**src/rtl/core/lhlf_pkg.sv**
```systemverilog
// Shared types, codes and helpers of the letter histogram block.
// Depends on nothing; every other file of the block but lhlf_if uses it.
`default_nettype none

package lhlf_pkg;

    localparam int COUNT_WIDTH  = 16;
    localparam int NUM_LETTERS  = 26;
    localparam int LETTER_IDX_W = 5;

    typedef logic [COUNT_WIDTH-1:0]  count_t;
    typedef logic [LETTER_IDX_W-1:0] letter_idx_t;

    localparam count_t      COUNT_MAX   = {COUNT_WIDTH{1'b1}};
    localparam letter_idx_t LAST_LETTER = LETTER_IDX_W'(NUM_LETTERS - 1);

    localparam logic [7:0] CHAR_UPPER_A = 8'h41;
    localparam logic [7:0] CHAR_UPPER_Z = 8'h5A;
    localparam logic [7:0] CHAR_LOWER_A = 8'h61;
    localparam logic [7:0] CHAR_LOWER_Z = 8'h7A;

    localparam logic [1:0] OP_COLLECT = 2'd0;
    localparam logic [1:0] OP_RATIO   = 2'd1;
    localparam logic [1:0] OP_SINGLE  = 2'd2;
    localparam logic [1:0] OP_REPORT  = 2'd3;

    typedef enum logic [1:0] {
        STATUS_OK         = 2'd0,
        STATUS_EMPTY      = 2'd1,
        STATUS_NOT_LETTER = 2'd2,
        STATUS_NO_LETTERS = 2'd3
    } status_t;

    typedef enum logic [2:0] {
        ST_IDLE,
        ST_MINSCAN,
        ST_EMIT_UP,
        ST_EMIT_LO,
        ST_FLUSH
    } state_t;

    // Contents of one cell: a case-folded counter and the two case flags.
    typedef struct packed {
        count_t count;
        logic   up;
        logic   lo;
    } cell_data_t;

    typedef struct packed {
        logic shift;
        logic inc;
        logic mark_up;
        logic mark_lo;
    } cell_ctrl_t;

    typedef struct packed {
        status_t       status;
        logic [7:0]    letter_code;
        logic [15:0]   hit_count;
        logic [15:0]   total_count;
        logic          last;
    } result_t;

    typedef struct packed {
        logic        is_letter;
        logic        is_lower;
        letter_idx_t idx;
    } letter_info_t;

    function automatic count_t sat_inc(input count_t v);
        return (v == COUNT_MAX) ? v : v + count_t'(1);
    endfunction

    function automatic letter_info_t decode_letter(input logic [7:0] ch);
        letter_info_t r;
        r = '0;
        if (ch >= CHAR_UPPER_A && ch <= CHAR_UPPER_Z)
        begin
            r.is_letter = 1'b1;
            r.idx       = LETTER_IDX_W'(ch - CHAR_UPPER_A);
        end
        else if (ch >= CHAR_LOWER_A && ch <= CHAR_LOWER_Z)
        begin
            r.is_letter = 1'b1;
            r.is_lower  = 1'b1;
            r.idx       = LETTER_IDX_W'(ch - CHAR_LOWER_A);
        end
        return r;
    endfunction

endpackage

`default_nettype wire

```
**src/rtl/core/lhlf_if.sv**
```systemverilog
// Valid/ready channel interfaces for the command and result streams.
// Depends on nothing.
`default_nettype none

interface lhlf_cmd_if;
    logic       valid;
    logic       ready;
    logic [1:0] operation;
    logic [7:0] character;

    modport source (output valid, output operation, output character, input ready);
    modport sink   (input valid, input operation, input character, output ready);
endinterface

interface lhlf_rsp_if;
    logic                 valid;
    logic                 ready;
    logic [1:0]           status;
    logic [7:0]           letter_code;
    logic [15:0]          hit_count;
    logic [15:0]          total_count;
    logic                 last;

    modport source (output valid, output status, output letter_code, output hit_count,
                    output total_count, output last, input ready);
    modport sink   (input valid, input status, input letter_code, input hit_count,
                    input total_count, input last, output ready);
endinterface

`default_nettype wire

```
**src/rtl/core/letter_histogram_least_frequent.sv**
```systemverilog
// Top level of the letter histogram: totals, the 26-cell letter ring and the
// query sequencer with its output register. Depends on lhlf_pkg, lhlf_if, lhlf_cell.
//
//   port  direction  carries
//   cmd   in         operation, character
//   rsp   out        status, letter_code, hit_count, total_count, last
//
// A collect, ratio or single-letter transaction completes in the idle state.
// A report on a non-empty store rotates the ring of 26 cells through the head
// comparator one place a cycle, unless a stalled rsp holds an emit: a minimum scan,
// upper- then lower-case emit, a flush of the final result; cmd is not ready meanwhile.
// Queries wait for a free output register; collects do not.
// Reset clears all counters and flags at once.
`default_nettype none

module letter_histogram_least_frequent (
    input wire logic  clk,
    input wire logic  rst_n,
    lhlf_cmd_if.sink  cmd,
    lhlf_rsp_if.source rsp
);

    lhlf_pkg::cell_data_t cell_q    [lhlf_pkg::NUM_LETTERS];
    lhlf_pkg::cell_ctrl_t cell_ctrl [lhlf_pkg::NUM_LETTERS];

    lhlf_pkg::state_t      state_reg, state_next;
    lhlf_pkg::letter_idx_t step_reg, step_next;
    lhlf_pkg::count_t      chars_reg, chars_next;
    lhlf_pkg::count_t      letters_reg, letters_next;
    lhlf_pkg::count_t      min_reg, min_next;
    logic                  any_reg, any_next;
    logic                  pend_valid_reg, pend_valid_next;
    lhlf_pkg::result_t     pend_reg, pend_next;
    logic                  out_valid_reg, out_valid_next;
    lhlf_pkg::result_t     out_reg, out_next;

    lhlf_pkg::letter_info_t info;
    lhlf_pkg::cell_data_t   head;
    logic                   out_free;
    logic                   accept;
    logic                   shift;
    logic                   col_inc;

    // Ring: each cell takes its upper neighbor, so cell 0 sees letters in order.
    for (genvar i = 0; i < lhlf_pkg::NUM_LETTERS; i++)
    begin : g_cell
        lhlf_cell u_cell (
            .clk      (clk),
            .rst_n    (rst_n),
            .ctrl     (cell_ctrl[i]),
            .neighbor (cell_q[(i + 1) % lhlf_pkg::NUM_LETTERS]),
            .data     (cell_q[i])
        );
    end

    assign info     = lhlf_pkg::decode_letter(cmd.character);
    assign head     = cell_q[0];
    assign out_free = !out_valid_reg || rsp.ready;
    assign cmd.ready = (state_reg == lhlf_pkg::ST_IDLE) &&
                       (cmd.operation == lhlf_pkg::OP_COLLECT || out_free);
    assign accept   = cmd.valid && cmd.ready;

    always_comb
    begin
        for (int i = 0; i < lhlf_pkg::NUM_LETTERS; i++)
        begin
            cell_ctrl[i].shift   = shift;
            cell_ctrl[i].inc     = col_inc && (info.idx == lhlf_pkg::LETTER_IDX_W'(i));
            cell_ctrl[i].mark_up = !info.is_lower;
            cell_ctrl[i].mark_lo = info.is_lower;
        end
    end

    always_comb
    begin
        logic match;
        logic flag;
        state_next      = state_reg;
        step_next       = step_reg;
        chars_next      = chars_reg;
        letters_next    = letters_reg;
        min_next        = min_reg;
        any_next        = any_reg;
        pend_valid_next = pend_valid_reg;
        pend_next       = pend_reg;
        out_next        = out_reg;
        out_valid_next  = out_valid_reg && !rsp.ready;
        shift           = 1'b0;
        col_inc         = 1'b0;
        match           = 1'b0;
        flag            = 1'b0;

        unique case (state_reg)
            lhlf_pkg::ST_IDLE:
            begin
                if (accept)
                begin
                    // A collect leaves the output register alone, since it may
                    // still hold a waiting result.
                    if (cmd.operation != lhlf_pkg::OP_COLLECT)
                    begin
                        out_next.status      = lhlf_pkg::STATUS_OK;
                        out_next.letter_code = '0;
                        out_next.hit_count   = '0;
                        out_next.total_count = 16'(chars_reg);
                        out_next.last        = 1'b1;
                    end
                    unique case (cmd.operation)
                        lhlf_pkg::OP_COLLECT:
                        begin
                            chars_next = lhlf_pkg::sat_inc(chars_reg);
                            if (info.is_letter)
                            begin
                                letters_next = lhlf_pkg::sat_inc(letters_reg);
                                col_inc      = 1'b1;
                            end
                        end
                        lhlf_pkg::OP_RATIO:
                        begin
                            out_valid_next = 1'b1;
                            if (chars_reg == '0)
                                out_next.status = lhlf_pkg::STATUS_EMPTY;
                            else
                                out_next.hit_count = 16'(letters_reg);
                        end
                        lhlf_pkg::OP_SINGLE:
                        begin
                            out_valid_next = 1'b1;
                            if (!info.is_letter)
                                out_next.status = lhlf_pkg::STATUS_NOT_LETTER;
                            else if (chars_reg == '0)
                                out_next.status = lhlf_pkg::STATUS_EMPTY;
                            else
                                out_next.hit_count = 16'(cell_q[info.idx].count);
                        end
                        lhlf_pkg::OP_REPORT:
                        begin
                            if (chars_reg == '0)
                            begin
                                out_valid_next  = 1'b1;
                                out_next.status = lhlf_pkg::STATUS_EMPTY;
                            end
                            else
                            begin
                                state_next = lhlf_pkg::ST_MINSCAN;
                                step_next  = '0;
                                any_next   = 1'b0;
                                min_next   = '0;
                            end
                        end
                        default: ;
                    endcase
                end
            end

            lhlf_pkg::ST_MINSCAN:
            begin
                shift = 1'b1;
                if ((head.up || head.lo) && (!any_reg || head.count < min_reg))
                    min_next = head.count;
                any_next = any_reg || head.up || head.lo;
                if (step_reg == lhlf_pkg::LAST_LETTER)
                begin
                    step_next = '0;
                    if (!any_next)
                    begin
                        // The output register is empty here: nothing was loaded
                        // since the report was accepted.
                        out_valid_next       = 1'b1;
                        out_next.status      = lhlf_pkg::STATUS_NO_LETTERS;
                        out_next.letter_code = '0;
                        out_next.hit_count   = '0;
                        out_next.total_count = 16'(chars_reg);
                        out_next.last        = 1'b1;
                        state_next           = lhlf_pkg::ST_IDLE;
                    end
                    else
                    begin
                        state_next = lhlf_pkg::ST_EMIT_UP;
                    end
                end
                else
                begin
                    step_next = step_reg + lhlf_pkg::letter_idx_t'(1);
                end
            end

            lhlf_pkg::ST_EMIT_UP, lhlf_pkg::ST_EMIT_LO:
            begin
                flag  = (state_reg == lhlf_pkg::ST_EMIT_UP) ? head.up : head.lo;
                match = flag && (head.count == min_reg);
                // A match is held back until the next one, so the final one can carry last.
                if (!(match && pend_valid_reg && !out_free))
                begin
                    shift = 1'b1;
                    if (match)
                    begin
                        if (pend_valid_reg)
                        begin
                            out_valid_next = 1'b1;
                            out_next       = pend_reg;
                        end
                        pend_valid_next       = 1'b1;
                        pend_next.status      = lhlf_pkg::STATUS_OK;
                        pend_next.letter_code = ((state_reg == lhlf_pkg::ST_EMIT_UP) ?
                                                 lhlf_pkg::CHAR_UPPER_A :
                                                 lhlf_pkg::CHAR_LOWER_A) + 8'(step_reg);
                        pend_next.hit_count   = 16'(min_reg);
                        pend_next.total_count = 16'(chars_reg);
                        pend_next.last        = 1'b0;
                    end
                    if (step_reg == lhlf_pkg::LAST_LETTER)
                    begin
                        step_next  = '0;
                        state_next = (state_reg == lhlf_pkg::ST_EMIT_UP) ?
                                     lhlf_pkg::ST_EMIT_LO : lhlf_pkg::ST_FLUSH;
                    end
                    else
                    begin
                        step_next = step_reg + lhlf_pkg::letter_idx_t'(1);
                    end
                end
            end

            lhlf_pkg::ST_FLUSH:
            begin
                if (out_free)
                begin
                    out_valid_next  = 1'b1;
                    out_next        = pend_reg;
                    out_next.last   = 1'b1;
                    pend_valid_next = 1'b0;
                    state_next      = lhlf_pkg::ST_IDLE;
                end
            end

            default:
            begin
                state_next = lhlf_pkg::ST_IDLE;
            end
        endcase
    end

    always_ff @(posedge clk or negedge rst_n)
    begin
        if (!rst_n)
        begin
            state_reg      <= lhlf_pkg::ST_IDLE;
            step_reg       <= '0;
            chars_reg      <= '0;
            letters_reg    <= '0;
            any_reg        <= 1'b0;
            pend_valid_reg <= 1'b0;
            out_valid_reg  <= 1'b0;
        end
        else
        begin
            state_reg      <= state_next;
            step_reg       <= step_next;
            chars_reg      <= chars_next;
            letters_reg    <= letters_next;
            any_reg        <= any_next;
            pend_valid_reg <= pend_valid_next;
            out_valid_reg  <= out_valid_next;
        end
    end

    always_ff @(posedge clk)
    begin
        min_reg  <= min_next;
        pend_reg <= pend_next;
        out_reg  <= out_next;
    end

    assign rsp.valid       = out_valid_reg;
    assign rsp.status      = out_reg.status;
    assign rsp.letter_code = out_reg.letter_code;
    assign rsp.hit_count   = out_reg.hit_count;
    assign rsp.total_count = out_reg.total_count;
    assign rsp.last        = out_reg.last;

    // The ring is back in place and the step counter rewound whenever idle.
    a_idle_step: assert property (@(posedge clk) disable iff (!rst_n)
        (state_reg == lhlf_pkg::ST_IDLE) |-> (step_reg == '0))
        else $error("step counter not rewound in idle");

    a_idle_pend: assert property (@(posedge clk) disable iff (!rst_n)
        (state_reg == lhlf_pkg::ST_IDLE) |-> !pend_valid_reg)
        else $error("held report result left behind");

    a_letters_le_chars: assert property (@(posedge clk) disable iff (!rst_n)
        letters_reg <= chars_reg)
        else $error("letter count above character count");

    a_minscan_out_empty: assert property (@(posedge clk) disable iff (!rst_n)
        (state_reg == lhlf_pkg::ST_MINSCAN) |-> !out_valid_reg)
        else $error("output register busy during minimum scan");

endmodule

`default_nettype wire

```
**src/rtl/core/lhlf_cell.sv**
```systemverilog
// One cell of the letter ring: a saturating counter and two case flags.
// Depends on lhlf_pkg.
`default_nettype none

module lhlf_cell (
    input  wire logic                clk,
    input  wire logic                rst_n,
    input  wire lhlf_pkg::cell_ctrl_t ctrl,
    input  wire lhlf_pkg::cell_data_t neighbor,
    output lhlf_pkg::cell_data_t     data
);

    lhlf_pkg::cell_data_t data_reg;
    lhlf_pkg::cell_data_t data_next;

    always_comb
    begin
        data_next = data_reg;
        if (ctrl.shift)
        begin
            data_next = neighbor;
        end
        else if (ctrl.inc)
        begin
            data_next.count = lhlf_pkg::sat_inc(data_reg.count);
            data_next.up    = data_reg.up | ctrl.mark_up;
            data_next.lo    = data_reg.lo | ctrl.mark_lo;
        end
    end

    always_ff @(posedge clk or negedge rst_n)
    begin
        if (!rst_n)
        begin
            data_reg <= '0;
        end
        else
        begin
            data_reg <= data_next;
        end
    end

    assign data = data_reg;

endmodule

`default_nettype wire

```
**src/flat_wrapper.sv**
```systemverilog
// flat-port wrapper written by rule: the top's interface ports become plain ports
module letter_histogram_least_frequent_flat 
  (clk, rst_n, cmd_valid, cmd_operation, cmd_character, cmd_ready, rsp_valid, rsp_status, rsp_letter_code, rsp_hit_count, rsp_total_count, rsp_last, rsp_ready);
  lhlf_cmd_if cmd_i ();
  lhlf_rsp_if rsp_i ();
  input wire logic clk;
  input wire logic rst_n;
  input wire logic [$bits(cmd_i.valid)-1:0] cmd_valid;
  input wire logic [$bits(cmd_i.operation)-1:0] cmd_operation;
  input wire logic [$bits(cmd_i.character)-1:0] cmd_character;
  output wire logic [$bits(cmd_i.ready)-1:0] cmd_ready;
  output wire logic [$bits(rsp_i.valid)-1:0] rsp_valid;
  output wire logic [$bits(rsp_i.status)-1:0] rsp_status;
  output wire logic [$bits(rsp_i.letter_code)-1:0] rsp_letter_code;
  output wire logic [$bits(rsp_i.hit_count)-1:0] rsp_hit_count;
  output wire logic [$bits(rsp_i.total_count)-1:0] rsp_total_count;
  output wire logic [$bits(rsp_i.last)-1:0] rsp_last;
  input wire logic [$bits(rsp_i.ready)-1:0] rsp_ready;
  assign cmd_i.valid = cmd_valid;
  assign cmd_i.operation = cmd_operation;
  assign cmd_i.character = cmd_character;
  assign cmd_ready = cmd_i.ready;
  assign rsp_valid = rsp_i.valid;
  assign rsp_status = rsp_i.status;
  assign rsp_letter_code = rsp_i.letter_code;
  assign rsp_hit_count = rsp_i.hit_count;
  assign rsp_total_count = rsp_i.total_count;
  assign rsp_last = rsp_i.last;
  assign rsp_i.ready = rsp_ready;
  letter_histogram_least_frequent u_core (.clk(clk), .rst_n(rst_n), .cmd(cmd_i), .rsp(rsp_i));
endmodule
```
**config.mk**
```make
export PLATFORM = sky130hd
export DESIGN_NAME = letter_histogram_least_frequent_flat
export DESIGN_NICKNAME = d
export VERILOG_FILES = /design/src/rtl/core/lhlf_pkg.sv /design/src/rtl/core/lhlf_if.sv /design/src/rtl/core/letter_histogram_least_frequent.sv /design/src/rtl/core/lhlf_cell.sv /design/src/flat_wrapper.sv
export SDC_FILE = /design/constraint.sdc
export NUM_CORES = 2
export LEC_CHECK = 0
export BUFFER_PORTS_ARGS = -buffer_cell sky130_fd_sc_hd__buf_4
export CORE_MARGIN = 5
export CORE_UTILIZATION = 50
export CTS_BUF_LIST = sky130_fd_sc_hd__clkbuf_8 sky130_fd_sc_hd__clkbuf_16
export CTS_CLUSTER_DIAMETER = 30
export DETAILED_ROUTE_END_ITERATION = 8
export PLACE_DENSITY = 0.75
export SYNTH_ARGS = -nofsm -noshare
export SYNTH_HDL_FRONTEND = slang
export SYNTH_SLANG_ARGS = --single-unit
```
**constraint.sdc**
```tcl
create_clock -name clk -period 5.65 [get_ports clk]
set_input_delay 0 -clock clk [delete_from_list [all_inputs] [get_ports clk]]
set_output_delay 0 -clock clk [all_outputs]
set_load 0.01 [all_outputs]
```
==> impl_metrics.csv <==
group,metric,value,unit
run_status,outcome,"complete, no violations",
pwr,pwr-share-seq,38.7,%
route,wl_per_cell,23.7,um
critical_path,cp-startpoint,"u_core.state_reg[2]$_DFFE_PN0P_",
logic_synthesis,netlist_instances,4211,
placed_design,place_area,0.0378,mm^2
clock_tree,cts_buffers,145,
floorplanning,initial_core_util,50.3,%
logic_synthesis,yosysTopAreaCell,"dfrtp_1",
job,drv_cap,0,
clock_tree,numClockSinks,610,
logic_synthesis,synth-edff-count,99,
timing,fmax,220,MHz
pwr,ir_drop,341,uV
logic_synthesis,netlist_top_cells_area,"dfrtp_1 (35%), edfxtp_1 (8.1%), nand2_1 (7.3%), o21ai_0 (5.9%), xnor2_1 (5.7%)",
timing,slew_viol_final,0,
logic_synthesis,synth_mux_area_share,4.13,%
logic_synthesis,yosys.area_share.simple,21.9,%
layout,final_layout_size_suffix_gt1_share,10.6,%
critical_path,cp.required,6.21,ns
layout,fillCellCount,6045,
logic_synthesis,ys_warn_count,0,
placed_design,place_hpwl,85900,um
critical_path,worstSetupStartpointType,"flip-flop",
critical_path,worst_setup_path_end_kind,"flip-flop",
logic_synthesis,yosysTopAreaCellShare,35.0,%
layout,largest_register_ffs,468,
logic_synthesis,ys.flop_type,"dfrtp_1",
clock_tree,cts_buffer_depth,3,
timing,finClkSkew,0.0426,ns
timing,slew_headroom,14.9,%
logic_synthesis,ys_seq_area_share,43.1,%
clock_tree,ctsHtreeMaxLevel,4,
pwr,p_per_area,455,mW/mm^2
timing,tightestPinTransition,1.27,ns
layout,fin_util,59.1,%
logic_synthesis,syn_area_per_cell,8.69,um^2
logic_synthesis,ys_ff_latch,610,
logic_synthesis,synthXorXnorAreaFrac,9.57,%
critical_path,arrival,5.11,ns
route,ant_nets,0,
route,wirelength,126000,um
route,first_pass_iters,6,
timing,tns,0,ns
pwr,combPwrFrac,17.3,%
global_routing,grt_max_degree,165,
layout,ff_latch_area,0.0158,mm^2
layout,design_area,0.0429,mm^2
pwr,p_leak,16.7,nW
layout,syn_to_final_growth,17.4,%
pwr,power.internal,12.8,mW
placed_design,place.gp.congestion,1.01,
pwr,power_frac_clock,44.0,%
placed_design,io_buffers,58,
clock_tree,clockRootBuffer,"clkbuf_16",
global_routing,antenna_found_initial,2,
critical_path,r2r-start,"u_core.state_reg[2]$_DFFE_PN0P_",
pwr,swShare,34.6,%
global_routing,grt_usage,31.4,%
logic_synthesis,syn_area,0.0366,mm^2
route,drc,0,
worst_hold_path,min_from,"cmd_operation[0]",
clock_tree,ctsResizeCount,0,
timing,rsz0062_at_grt,"false",
logic_synthesis,synth_fa_ha_area_share,1.85,%
floorplanning,rows,99,
timing,hold_viol,0,
clock_tree,cts_tree,"done",
logic_synthesis,synth_common_cells,"nand2_1 (711), dfrtp_1 (511), o21ai_0 (432)",
route,vias,33700,
global_routing,overflow,0,
logic_synthesis,synth_compound_area_share,15.6,%
layout,instances_no_fill,5292,
floorplanning,io_pins,59,
logic_synthesis,synth.most_common_cell,"nand2_1",
logic_synthesis,synth_nets,4279,
timing,layout_setup_ws,1.10,ns
critical_path,critPathKind,"reg -> reg",
layout,fin_nets,4281,
route,drtIter0Drc,4843,
route,viasPerCell,6.37,
pwr,p_switching,6.75,mW
global_routing,grt_pass1_vias,32300,
critical_path,cp_max_fo,17,
floorplanning,core,0.0727,mm^2
timing,fin_crit_sh,80.5,%
logic_synthesis,synth_cell_type_count,93,
floorplanning,fp.dieW,281,um
timing,setup_viol,0,
timing,period_needed,4.55,ns
logic_synthesis,synth_top_family_by_area,"simple AND/OR/NAND/NOR gates",
clock_tree,clkTransAtPathRegs,0.05,ns
floorplanning,design.die.area,0.0787,mm^2
placed_design,place_ws,1.29,ns
logic_synthesis,synthArstFlopShare,83.8,%
clock_tree,post_cts_buffers,0,
worst_hold_path,hp-class,"in -> reg",
placed_design,place_inst,5020,
global_routing,grt_pass1_wl,194000,um
floorplanning,die_y,281,um
layout,multiInputGateArea,0.0195,mm^2
clock_tree,clk_latency,0.75,ns
[per-stage QoR]
| stage | power, mW | hold slack, ns |
|---|---|---|
| 2_1_floorplan | 9.16 | -0.296 |
| 3_3_place_gp | 10.6 | 0.0600 |
| 3_5_place_dp | 10.8 | 0.0589 |
| 4_1_cts | 19.4 | 0.00490 |
| 5_1_grt | 20.3 | 0.0467 |
| 6_report | 19.5 | 0.0404 |
[layout by cell type (no fill, tap or decap), drive strengths merged, types with 16 or more instances in the layout]
cell type,instances
a21oi,198
a221oi,23
a22o,16
a31oi,24
and2,37
and3,101
and4,22
buf,119
bufinv,18
clkbuf,163
clkinv,44
clkinvlp,19
dfrtp,511
edfxtp,99
ha,54
inv,107
mux2,35
mux2i,89
nand2,712
nand3,208
nand4,123
nor2,249
nor3,124
nor4,47
o211ai,21
o21ai,490
o22ai,22
o31ai,17
or3,16
xnor2,240
xor2,159
[kinds of logic after synthesis]
kind of cell,count (synthesis)
DFF,610
xor gates and xnor gates,399
buffers and inverters,354
adders and majority gates,54
muxes,134
AOI/OAI and AO/OA,965
and+or+nand+nor,1695
[metal layers]
metal | track usage (%) | vias to the layer above | share of wire (%)
met1 | 42.6 | 16300 | 40
met3 | 7.51 | 401 | 11
met5 | 0 | - | 0
met4 | 14.8 | 0 | 5.1
li1 | - | 15100 | -
met2 | 47.8 | 1987 | 45
[worst max-delay path: stages, from the launching register on]
cell and delay, ns:
dfrtp_1 0.56, nor3_1 0.66, nand3_1 0.44, nor4_4 0.66, nand3_1 0.73, or4_1 0.89
nor3_2 0.20, xnor2_1 0.15, o21ai_1 0.08
[power groups by stage]
stage          combinational (mW)  sequential (mW)  clock (mW)
2_1_floorplan                2.52             6.64           0
3_3_place_gp                 3.17             7.47           0
3_5_place_dp                 3.28             7.48           0
4_1_cts                      3.33             7.45        8.65
5_1_grt                      3.78             7.65        8.91
6_report                     3.37             7.56        8.59
[layout make-up]
cell class / instances / share of cell area [%]
Timing Repair Buffer: 123 / 2.44
Sequential cell: 610 / 36.7
Antenna cell: 2 / 0.0117
Multi-Input combinational cell: 3247 / 45.4
Tap cell: 959 / 2.79
Inverter: 86 / 0.752
Clock buffer: 163 / 9.05
Clock inverter: 102 / 2.82
[final timing paths]
| check | to | slack, ns | depth (start not counted) |
|---|---|---|---|
| hold reg to reg | u_core.pend_reg[28]$_DFFE_PP_ | 0.44 | 0 |
| hold / removal | u_core.any_reg$_DFFE_PN0P_ | 0.04 | 4 |
| setup reg to reg | u_core.g_cell[10].u_cell.data[17]$_DFFE_PN0P_ | 1.10 | 8 |
| max in group asynchronous | u_core.g_cell[3].u_cell.data[2]$_DFFE_PN0P_ | 4.27 | 4 |
| min in group asynchronous | u_core.g_cell[22].u_cell.data[6]$_DFFE_PN0P_ | 0.48 | 4 |
| setup / recovery | u_core.g_cell[10].u_cell.data[17]$_DFFE_PN0P_ | 1.10 | 8 |
[timing repair]
item,4_1_cts,5_1_grt
hold endpoints to repair,341,0
hold buffers,5,0
endpoints found under the setup margin,0,0
Note: power is estimated with default switching activity, not from simulation.
